[config.mk]
export PLATFORM = sky130hd
export DESIGN_NAME = sync_length_payload_deframer_core
export DESIGN_NICKNAME = d
export VERILOG_FILES = /design/src/hw/rtl/slpd_pkg.sv /design/src/hw/rtl/sync_length_payload_deframer_core.sv /design/src/hw/rtl/slpd_regs.sv
export VERILOG_INCLUDE_DIRS = /design/src /design/src/hw/rtl
export SDC_FILE = /design/constraint.sdc
export NUM_CORES = 1
export LEC_CHECK = 0
export BUFFER_PORTS_ARGS = -buffer_cell sky130_fd_sc_hd__buf_2
export CAP_MARGIN = 15
export CORE_MARGIN = 4
export CORE_UTILIZATION = 50
export DETAILED_ROUTE_END_ITERATION = 7
export GPL_ROUTABILITY_DRIVEN = 0
export PLACE_DENSITY = 0.74
export SKIP_CTS_REPAIR_TIMING = 1
export SLEW_MARGIN = 20
export SYNTH_ARGS = -nofsm -noshare
export SYNTH_HDL_FRONTEND = slang
export SYNTH_SLANG_ARGS = --single-unit
[constraint.sdc]
create_clock -name clk -period 5.1 [get_ports clk]
set_input_delay 0.255 -clock clk [delete_from_list [all_inputs] [get_ports clk]]
set_output_delay 0.255 -clock clk [all_outputs]
set_load 0.005 [all_outputs]
[src/hw/rtl/sync_length_payload_deframer_core_macros.svh]
// ----------------------------------------------------------------------------
// Deframer assertion macros
// Shared property wrappers for the deframer core checks.
// ----------------------------------------------------------------------------
`ifndef SYNC_LENGTH_PAYLOAD_DEFRAMER_CORE_MACROS_SVH
`define SYNC_LENGTH_PAYLOAD_DEFRAMER_CORE_MACROS_SVH

// same-cycle implication, clocked on clk, off during reset
`define SLPD_ASSERT_NOW(lbl, ante, cons, msg) \
  lbl: assert property (@(posedge clk) disable iff (rst) (ante) |-> (cons)) \
    else $error(msg);

// next-cycle implication, clocked on clk, off during reset
`define SLPD_ASSERT_NEXT(lbl, ante, cons, msg) \
  lbl: assert property (@(posedge clk) disable iff (rst) (ante) |=> (cons)) \
    else $error(msg);

`endif

[src/hw/rtl/slpd_pkg.sv]
// ----------------------------------------------------------------------------
// Deframer package
// Register map, configuration bundle and field widths of the deframer.
// ----------------------------------------------------------------------------
package slpd_pkg;

  localparam int BYTE_W  = 8;
  localparam int TSIZE_W = 7;
  localparam int IDX_W   = 15;
  localparam int DATA_W  = 32;
  localparam int ADDR_W  = 5;
  localparam int REG_SEL_W = 3;

  typedef enum logic [REG_SEL_W-1:0] {
    REG_SYNC_FIRST  = 3'd0,
    REG_SYNC_SECOND = 3'd1,
    REG_SYNC_THIRD  = 3'd2,
    REG_SYNC_FOURTH = 3'd3,
    REG_MAX_COUNT   = 3'd4,
    REG_TOKEN_SIZE  = 3'd5
  } reg_sel_t;

  localparam logic [BYTE_W-1:0]  MAX_COUNT_RESET  = 8'd64;
  localparam logic [TSIZE_W-1:0] TOKEN_SIZE_RESET = 7'd16;

  typedef struct packed {
    logic [BYTE_W-1:0]  sync_first;
    logic [BYTE_W-1:0]  sync_second;
    logic [BYTE_W-1:0]  sync_third;
    logic [BYTE_W-1:0]  sync_fourth;
    logic [BYTE_W-1:0]  max_token_count;
    logic [TSIZE_W-1:0] token_size_bytes;
  } cfg_t;

endpackage

[src/hw/rtl/sync_length_payload_deframer_core.sv]
// ----------------------------------------------------------------------------
// Sync/length payload deframer core
// Hunts for a four-byte sync word, reads a token-count length byte and
// streams the payload bytes out with index, last flag and packet length.
// ----------------------------------------------------------------------------
// Takes one received byte per clock. Each accepted word is decoded in the
// same cycle by the phase machine and any payload byte lands in a single
// output register, so throughput is one word per cycle. The input stalls
// only while that output register holds a word that the sink has not taken.
// No clearing pass after reset.
module sync_length_payload_deframer_core #(
  parameter int COUNT_BITS = 15
) (
  input  logic                         clk,
  input  logic                         rst,
  input  logic                         psel,
  input  logic                         penable,
  input  logic                         pwrite,
  input  logic [slpd_pkg::ADDR_W-1:0]  paddr,
  input  logic [slpd_pkg::DATA_W-1:0]  pwdata,
  output logic [slpd_pkg::DATA_W-1:0]  prdata,
  output logic                         pready,
  input  logic                         in_valid,
  output logic                         in_ready,
  input  logic [slpd_pkg::BYTE_W-1:0]  rx_byte,
  output logic                         out_valid,
  input  logic                         out_ready,
  output logic [slpd_pkg::BYTE_W-1:0]  payload_byte,
  output logic [slpd_pkg::IDX_W-1:0]   byte_index,
  output logic                         last,
  output logic [slpd_pkg::IDX_W-1:0]   packet_length
);
  import slpd_pkg::*;

`include "sync_length_payload_deframer_core_macros.svh"

  localparam int WIDE_W = (COUNT_BITS > IDX_W) ? COUNT_BITS : IDX_W;
  localparam int LEN_W  = BYTE_W + TSIZE_W + 1;
  localparam logic [LEN_W:0] LEN_MAX = (LEN_W+1)'((1 << COUNT_BITS) - 1);

  typedef enum logic [2:0] {
    PH_SYNC1 = 3'd0,
    PH_SYNC2 = 3'd1,
    PH_SYNC3 = 3'd2,
    PH_SYNC4 = 3'd3,
    PH_LEN   = 3'd4,
    PH_DATA  = 3'd5
  } phase_t;

  cfg_t cfg;

  slpd_regs u_regs (
    .clk     (clk),
    .rst     (rst),
    .psel    (psel),
    .penable (penable),
    .pwrite  (pwrite),
    .paddr   (paddr),
    .pwdata  (pwdata),
    .prdata  (prdata),
    .pready  (pready),
    .cfg     (cfg)
  );

  phase_t                  phase, phase_next;
  logic [COUNT_BITS-1:0]   byte_count, byte_count_next;
  logic [COUNT_BITS-1:0]   expected_count, expected_count_next;
  logic [COUNT_BITS-1:0]   count_inc;
  logic [LEN_W-2:0]        prod;
  logic [LEN_W-1:0]        len;
  logic                    len_ok;
  logic [WIDE_W-1:0]       idx_wide, plen_wide;
  logic                    in_fire;
  logic                    emit, emit_last;

  assign in_ready = ~out_valid | out_ready;
  assign in_fire  = in_valid & in_ready;

  // payload length = count * token size * 2
  assign prod   = (LEN_W-1)'(rx_byte) * (LEN_W-1)'(cfg.token_size_bytes);
  assign len    = {prod, 1'b0};
  assign len_ok = (rx_byte != '0) && (rx_byte <= cfg.max_token_count) &&
                  (len != '0) && ((LEN_W+1)'(len) <= LEN_MAX);

  assign count_inc = byte_count + COUNT_BITS'(1);
  assign idx_wide  = WIDE_W'(byte_count);
  assign plen_wide = WIDE_W'(expected_count);

  always_comb begin
    phase_next          = phase;
    byte_count_next     = byte_count;
    expected_count_next = expected_count;
    emit                = 1'b0;
    emit_last           = 1'b0;
    case (phase)
      PH_SYNC1: begin
        byte_count_next = '0;
        if (rx_byte == cfg.sync_first) phase_next = PH_SYNC2;
      end
      PH_SYNC2: phase_next = (rx_byte == cfg.sync_second) ? PH_SYNC3 : PH_SYNC1;
      PH_SYNC3: phase_next = (rx_byte == cfg.sync_third)  ? PH_SYNC4 : PH_SYNC1;
      PH_SYNC4: phase_next = (rx_byte == cfg.sync_fourth) ? PH_LEN   : PH_SYNC1;
      PH_LEN: begin
        if (len_ok) begin
          expected_count_next = len[COUNT_BITS-1:0];
          byte_count_next     = '0;
          phase_next          = PH_DATA;
        end else begin
          phase_next = PH_SYNC1;
        end
      end
      PH_DATA: begin
        emit            = 1'b1;
        byte_count_next = count_inc;
        if (count_inc == expected_count) begin
          emit_last  = 1'b1;
          phase_next = PH_SYNC1;
        end
      end
      default: phase_next = PH_SYNC1;
    endcase
  end

  always_ff @(posedge clk) begin
    if (rst) begin
      phase          <= PH_SYNC1;
      byte_count     <= '0;
      expected_count <= '0;
      out_valid      <= 1'b0;
    end else begin
      if (in_fire && emit) out_valid <= 1'b1;
      else if (out_ready)  out_valid <= 1'b0;
      if (in_fire) begin
        phase          <= phase_next;
        byte_count     <= byte_count_next;
        expected_count <= expected_count_next;
        if (emit) begin
          payload_byte  <= rx_byte;
          byte_index    <= idx_wide[IDX_W-1:0];
          last          <= emit_last;
          packet_length <= emit_last ? plen_wide[IDX_W-1:0] : '0;
        end
      end
    end
  end

  `SLPD_ASSERT_NOW(a_last_length, out_valid && last,
    packet_length == IDX_W'(byte_index + IDX_W'(1)), "last word length mismatch")
  `SLPD_ASSERT_NOW(a_length_zero, out_valid && !last,
    packet_length == '0, "packet_length set on a non-final word")
  `SLPD_ASSERT_NEXT(a_no_spurious, in_fire && (phase != PH_DATA),
    !out_valid, "output word produced outside the payload phase")

endmodule

[src/hw/rtl/slpd_regs.sv]
// ----------------------------------------------------------------------------
// Deframer register file
// APB-style register bank holding sync bytes, count limit and token size.
// ----------------------------------------------------------------------------
module slpd_regs (
  input  logic                         clk,
  input  logic                         rst,
  input  logic                         psel,
  input  logic                         penable,
  input  logic                         pwrite,
  input  logic [slpd_pkg::ADDR_W-1:0]  paddr,
  input  logic [slpd_pkg::DATA_W-1:0]  pwdata,
  output logic [slpd_pkg::DATA_W-1:0]  prdata,
  output logic                         pready,
  output slpd_pkg::cfg_t               cfg
);
  import slpd_pkg::*;

  reg_sel_t sel;
  logic     wr_en;

  assign sel    = reg_sel_t'(paddr[ADDR_W-1:2]);
  assign pready = 1'b1;
  assign wr_en  = psel & penable & pwrite;

  always_ff @(posedge clk) begin
    if (rst) begin
      cfg.sync_first       <= '0;
      cfg.sync_second      <= '0;
      cfg.sync_third       <= '0;
      cfg.sync_fourth      <= '0;
      cfg.max_token_count  <= MAX_COUNT_RESET;
      cfg.token_size_bytes <= TOKEN_SIZE_RESET;
    end else if (wr_en) begin
      case (sel)
        REG_SYNC_FIRST:  cfg.sync_first       <= pwdata[BYTE_W-1:0];
        REG_SYNC_SECOND: cfg.sync_second      <= pwdata[BYTE_W-1:0];
        REG_SYNC_THIRD:  cfg.sync_third       <= pwdata[BYTE_W-1:0];
        REG_SYNC_FOURTH: cfg.sync_fourth      <= pwdata[BYTE_W-1:0];
        REG_MAX_COUNT:   cfg.max_token_count  <= pwdata[BYTE_W-1:0];
        REG_TOKEN_SIZE:  cfg.token_size_bytes <= pwdata[TSIZE_W-1:0];
        default: ;  // unmapped slots drop the write
      endcase
    end
  end

  always_comb begin
    case (sel)
      REG_SYNC_FIRST:  prdata = DATA_W'(cfg.sync_first);
      REG_SYNC_SECOND: prdata = DATA_W'(cfg.sync_second);
      REG_SYNC_THIRD:  prdata = DATA_W'(cfg.sync_third);
      REG_SYNC_FOURTH: prdata = DATA_W'(cfg.sync_fourth);
      REG_MAX_COUNT:   prdata = DATA_W'(cfg.max_token_count);
      REG_TOKEN_SIZE:  prdata = DATA_W'(cfg.token_size_bytes);
      default:         prdata = '0;
    endcase
  end

endmodule
After elaboration in Yosys (flattened, before gate mapping)
Cells that the tools add are included.

Flip-flop bits (word level): 118. Bits in latches: 0. Memory bits (writable): 0. Bits in read-only memories: 0. Input bits: 52. Word-level logic and storage cells: 77. Memories kept: 0.

$add $sub $neg: 1. $mul: 1. Div/mod/pow operators: 0. Magnitude comparators: 2. Equal/unequal tests: 18. Shifts and indexed selects: 0. Muxes and demuxes: 15. Bitwise gates (word level): 6. Reduce and logical (&&, ||, !) cells: 20.

Operator list (count): $pmux W8 S6 (1); $pmux W15 S3 (1); $eq A8 B8 Y1 (4); $pmux W3 S6 (1); $le A16 B15 Y1 const B (1); $reduce_bool A16 Y1 (1); $add A15 B1 Y15 const B (1); $eq A15 B15 Y1 (1); $mul A8 B7 Y15 (1); $mux W15 (1); $eq A3 B2 Y1 const B (4); $eq A3 B3 Y1 const B (4); $mux W3 (4); $reduce_and A2 Y1 (6); $reduce_and A3 Y1 (4); $le A8 B8 Y1 (1); $reduce_bool A8 Y1 (1); $eq A3 B1 Y1 const B (2); $logic_not A3 Y1 (2); $ne A2 B2 Y1 const B (3); $mux W1 (5); $logic_and A1 B1 Y1 (4); $mux W2 (2); $and A1 B1 Y1 (3); other kinds (4) (5).

Longest topological paths before layout
Depth in word-level cells: 6. Gate-level depth with buffers: 20. Mapped depth without buffers: 17.

Cells and area by module
A second synthesis with hierarchy kept.

Cells, all modules: 934. Area, all modules: 8368.0 sq um.

Modules (own cells, without submodules): sync_length_payload_deframer_core (times used 1, cells each 638, area an instance 5889.4 sq um, sequential area each 1801.7 sq um); slpd_regs (times used 1, cells each 296, area an instance 2478.6 sq um, sequential area each 940.9 sq um).

Worst setup path after synthesis
OpenSTA, ideal clock, no wires.

Kind: input -> register. Start point: in rx_byte[0] (netlist bit). End point: reg byte_count[10]. Setup time: 0.128 ns. Arrival: 4.990 ns. Setup slack: -0.018 ns. Stages: 19. Buffers on the path: 2. Cells stage by stage: clkbuf_1 > nand2_1 > fa_1 > inv_1 > fa_1 > inv_1 > fa_1 > fa_1 > inv_1 > ha_1 > o211ai_1 > o21ai_2 > mux2_2 > o211ai_1 > nor4_4 > a211o_4 > buf_8 > a31oi_1 > nor2_1.

Word-level cells in the longest chain between the ends: 6. Elaborated cells on any way between the ends: 10. Those cells by class: mul: 1; order compare: 2; eq/ne: 1; reduce/logical: 6.

RTL lines: start: declaration (line sync_length_payload_deframer_core.sv:25) `input logic [slpd_pkg::BYTE_W-1:0] rx_byte,`; branches (longest 3 deep; another with $le A16 B15 Y1); $logic_and A1 B1 Y1 * (line sync_length_payload_deframer_core.sv:83) `(len != '0) && ((LEN_W+1)'(len) <= LEN_MAX);`; $ne A2 B2 Y1 (no source line) *; $reduce_and A3 Y1 (no source line) *; end signal: assignment (line sync_length_payload_deframer_core.sv:135) `byte_count <= byte_count_next;`; end: declaration (line sync_length_payload_deframer_core.sv:66) `logic [COUNT_BITS-1:0] byte_count, byte_count_next;`.

Every way passes the cells marked *. A chain may end at the register's enable or synchronous reset.

Worst setup path after layout
Start point: reg, netlist name u_regs.cfg[6]. End point: reg byte_count[4].

Word-level cells in the longest chain between the ends: 6. Elaborated cells on any way between the ends: 7. Those cells by class: mul: 1; order compare: 1; eq/ne: 1; reduce/logical: 4.

RTL lines: $mul A8 B7 Y15 * (line sync_length_payload_deframer_core.sv:80) `assign prod = (LEN_W-1)'(rx_byte) * (LEN_W-1)'(cfg.token_size_bytes);`; branches (longest 2 deep; another with $le A16 B15 Y1); $logic_and A1 B1 Y1 * (line sync_length_payload_deframer_core.sv:83); $ne A2 B2 Y1 (no source line) *; $reduce_and A3 Y1 (no source line) *.

Marks and branches as above.

==> run_results.csv <==
group,metric,value,unit
floorplanning,die_h,135,µm
global_route,top_usage_layer,"met2",
floorplanning,num_rows,46,
global_route,grt.total_usage,0.221,
yosys,ys_types,75,
yosys,netlist_instances,874,
worst_setup_path,slowest_delay,0.55,ns
global_route,grt_pass1_wl,31900,µm
timing,hold_ws,0.0983,ns
detailed_routing,drt_first_pass_iters,5,
floorplanning,start_util,0.510,
worst_setup_path,path_common_cell,"fa_1",
yosys,ys_warn_count,0,
floorplanning,die-area,18300,µm²
placed_design,place_ws,-0.364,ns
detailed_routing,vias,6687,
yosys,synth_top_cells_by_count,"nor2_1, dfxtp_1, nand2_1, inv_1, mux2i_1",
yosys,synth-async-reset-ratio,0,
clock_tree,cts_tree,"yes",
yosys,syn_area_per_cell,9.26,µm²
yosys,synthXorXnorAreaFrac,0.0680,
timing,fin_ws,0.0880,ns
worst_setup_path,path_cells,"nand2_2 > fa_1 > inv_2 > fa_1 > inv_2 > fa_1 > fa_1 > inv_2 > ha_4 > buf_6 > a21oi_4 > o21ai_4 > buf_6 > a31oi_1 > xnor2_1 > nor4_4 > a211o_4 > clkbuf_16 > nand3_2 > a21oi_1",
placed_design,placed_area,8880,µm²
clock_tree,cts_buffer_depth,2,
yosys,synth_edf_count,38,
worst_setup_path,crit_path_end,"byte_count[4]",
placed_design,hpwl,14600,µm
yosys,synthAdderAreaFrac,0.137,
placed_design,dp.cells,1173,
yosys,synth_top_family_by_area,"simple AND/OR/NAND/NOR gates",
yosys,syn_area,8100,µm²
yosys,synthFlopType,"dfxtp_1",
layout,synthToLayoutAreaGrowth,21.6,%
worst_setup_path,crit_arrival,5.35,ns
yosys,synth_compound_area_frac,0.111,
timing,hold_violations,0,
clock_tree,numClockSinks,118,
worst_setup_path,worstPathMaxFanout,6,
detailed_routing,detail-route-antenna-nets,0,
worst_setup_path,worstSetupPathType,"reg -> reg",
clock_tree,clock_latency,0.43,ns
power,finalPower,2.53,mW
layout,final_cells,1210,
layout,drive_gt1_frac,0.252,
power,ir_drop,0.255,mV
global_route,grt_overflow_total,0,
yosys,ys_ff_latch,118,
layout,stdcell_area,9840,µm²
worst_setup_path,r2r_slack,0.09,ns
timing,fin_setup_tns,0,ns
timing,fin_worst_skew,0.00655,ns
worst_setup_path,crit_required,5.44,ns
layout,utilization,0.620,
floorplanning,pin_count,126,
worst_setup_path,reg2reg_from,"u_regs.cfg[6]",
floorplanning,core-area,15900,µm²
placed_design,port_buffers,73,
layout,nNetsFinal,1104,
yosys,synthMuxAreaShare,0.0765,
yosys,netlist.area_leader.share,0.198,
yosys,synth_most_common_cell,"nor2_1",
worst_setup_path,r2r-end,"byte_count[4]",
worst_setup_path,crit_path_start,"u_regs.cfg[6]",
timing,drv_slew,0,
yosys,synth-simple-area-share,0.190,
power,power_density,257,nW/µm²
clock_tree,cts_root_buf,"clkbuf_16",
yosys,ys_seq_area_frac,0.339,
timing,finalCriticalPeriod,5.01,ns
worst_setup_path,r2r.worst_path.cells,20,
clock_tree,h-tree-depth,4,
timing,finalSetupViolCount,0,
clock_tree,numCtsBuffers,17,
timing,rsz0062_at_grt,"yes",
status,status,"complete, no violations",
global_route,antenna_found_initial,0,
timing,slew_headroom,0.330,
detailed_routing,drc,0,
yosys,synth_area_leaders,"dfxtp_1, edfxtp_1, fa_1",
worst_setup_path,end_kind,"flop",
clock_tree,clk_pin_slew,0.05,ns
global_route,grt_pass1_vias,6300,
detailed_routing,via_per_inst,5.53,
layout,diodes,0,
global_route,grt_use_met3,0.0435,
layout,n_fill_cell,1363,
detailed_routing,drt_iter0_drc,474,
run,max_cap_violations,0,
global_route,globalRouteMet1Util,0.280,
floorplanning,die_w,135,µm
detailed_routing,wl,20500,µm
worst_setup_path,worst_setup_path_start_kind,"flop",
timing,worst_pin_slew,1.00,ns
timing,finalCritPeriodShare,0.983,
global_route,grtUsageMet2,0.370,
worst_setup_path,slowest_stage,"fa_1",
yosys,yosys.area.top_type,"dfxtp_1",
detailed_routing,avgRoutedWirePerCell,16.9,µm
global_route,grt_start_max_net_pins,85,
power,power_leakage,4.05,nW
timing,timing.fmax,200,MHz
min_path,hold_path.class,"in -> reg",
-- power breakdown --
group	internal [mW]	switching (mW)
clock network	0.866	0.432
registers	0.971	0.00796
logic	0.102	0.153
total	1.94	0.593
-- registers in the layout, summed over array words and instances, names as in the netlist --
name / cells
byte_index: 15
byte_count: 15
packet_length: 14
payload_byte: 8
expected_count: 14
u_regs.cfg: 47
phase: 3
last: 1
out_valid: 1
-- final cells by class --
class / instances / area [µm²] / area share
multi-input combinational: 651 / 5050 / 0.513
sequential: 118 / 2750 / 0.280
timing repair buffer: 139 / 926 / 0.0941
clock buffer: 20 / 437 / 0.0444
tap: 216 / 270 / 0.0275
inverter: 54 / 203 / 0.0206
clock inverter: 12 / 200 / 0.0203
-- worst max-delay path, delay by kind of cell (launching register included) --
kind | cells | cell delay, ns
adder cells (fa/ha/maj) | 5 | 2.33
AO/OA/AOI/OAI | 5 | 0.94
AND/OR/NAND/NOR | 3 | 0.57
buffers and inverters | 6 | 0.57
flip-flops | 1 | 0.34
XOR/XNOR | 1 | 0.17
-- placed cells by master, fill, tap and decap left out, types with 12 or more instances in the layout --
cell type   n
dfxtp_1    74
fa_1       29
nor2_1     86
edfxtp_1   38
xor2_1     21
inv_1      48
o21ai_0    17
ha_1       35
mux2i_1    54
clkbuf_16  18
and2_1     49
nor3_1     13
a31oi_1    12
nand2_1    64
a21oi_1    26
buf_4      57
conb_1     26
buf_2      73
nand3_1    19
nand4_1    15
xnor2_1    39
-- layer usage --
| metal | up-vias | wire length, µm |
|---|---|---|
| li1 | 3190 | - |
| met1 | 3175 | 8400 |
| met2 | 271 | 10100 |
| met3 | 51 | 1240 |
| met4 | 0 | 719 |
| met5 | - | 0 |
-- kinds of logic after synthesis --
family          after synthesis
fa+ha+maj                    71
buf+inv                     129
other cells                   2
simple gates                303
flops                       118
mux                          59
compound gates              130
xor+xnor                     62
-- worst min path at each step --
| stage | from | end | slack (ns) | cells past startpoint |
|---|---|---|---|---|
| detailed placement | expected_count[7] | expected_count[7] | 0.50 | 2 |
| floorplan | rx_byte[0] | payload_byte[0] | 0.35 | 0 |
| CTS | in_valid | out_valid | 0.09 | 3 |
| finish | in_valid | out_valid | 0.1 | 3 |
| global placement | u_regs.cfg[8] | u_regs.cfg[8] | 0.47 | 2 |
| global route | in_valid | out_valid | 0.14 | 3 |
Note: power is estimated with default switching activity, not from simulation.
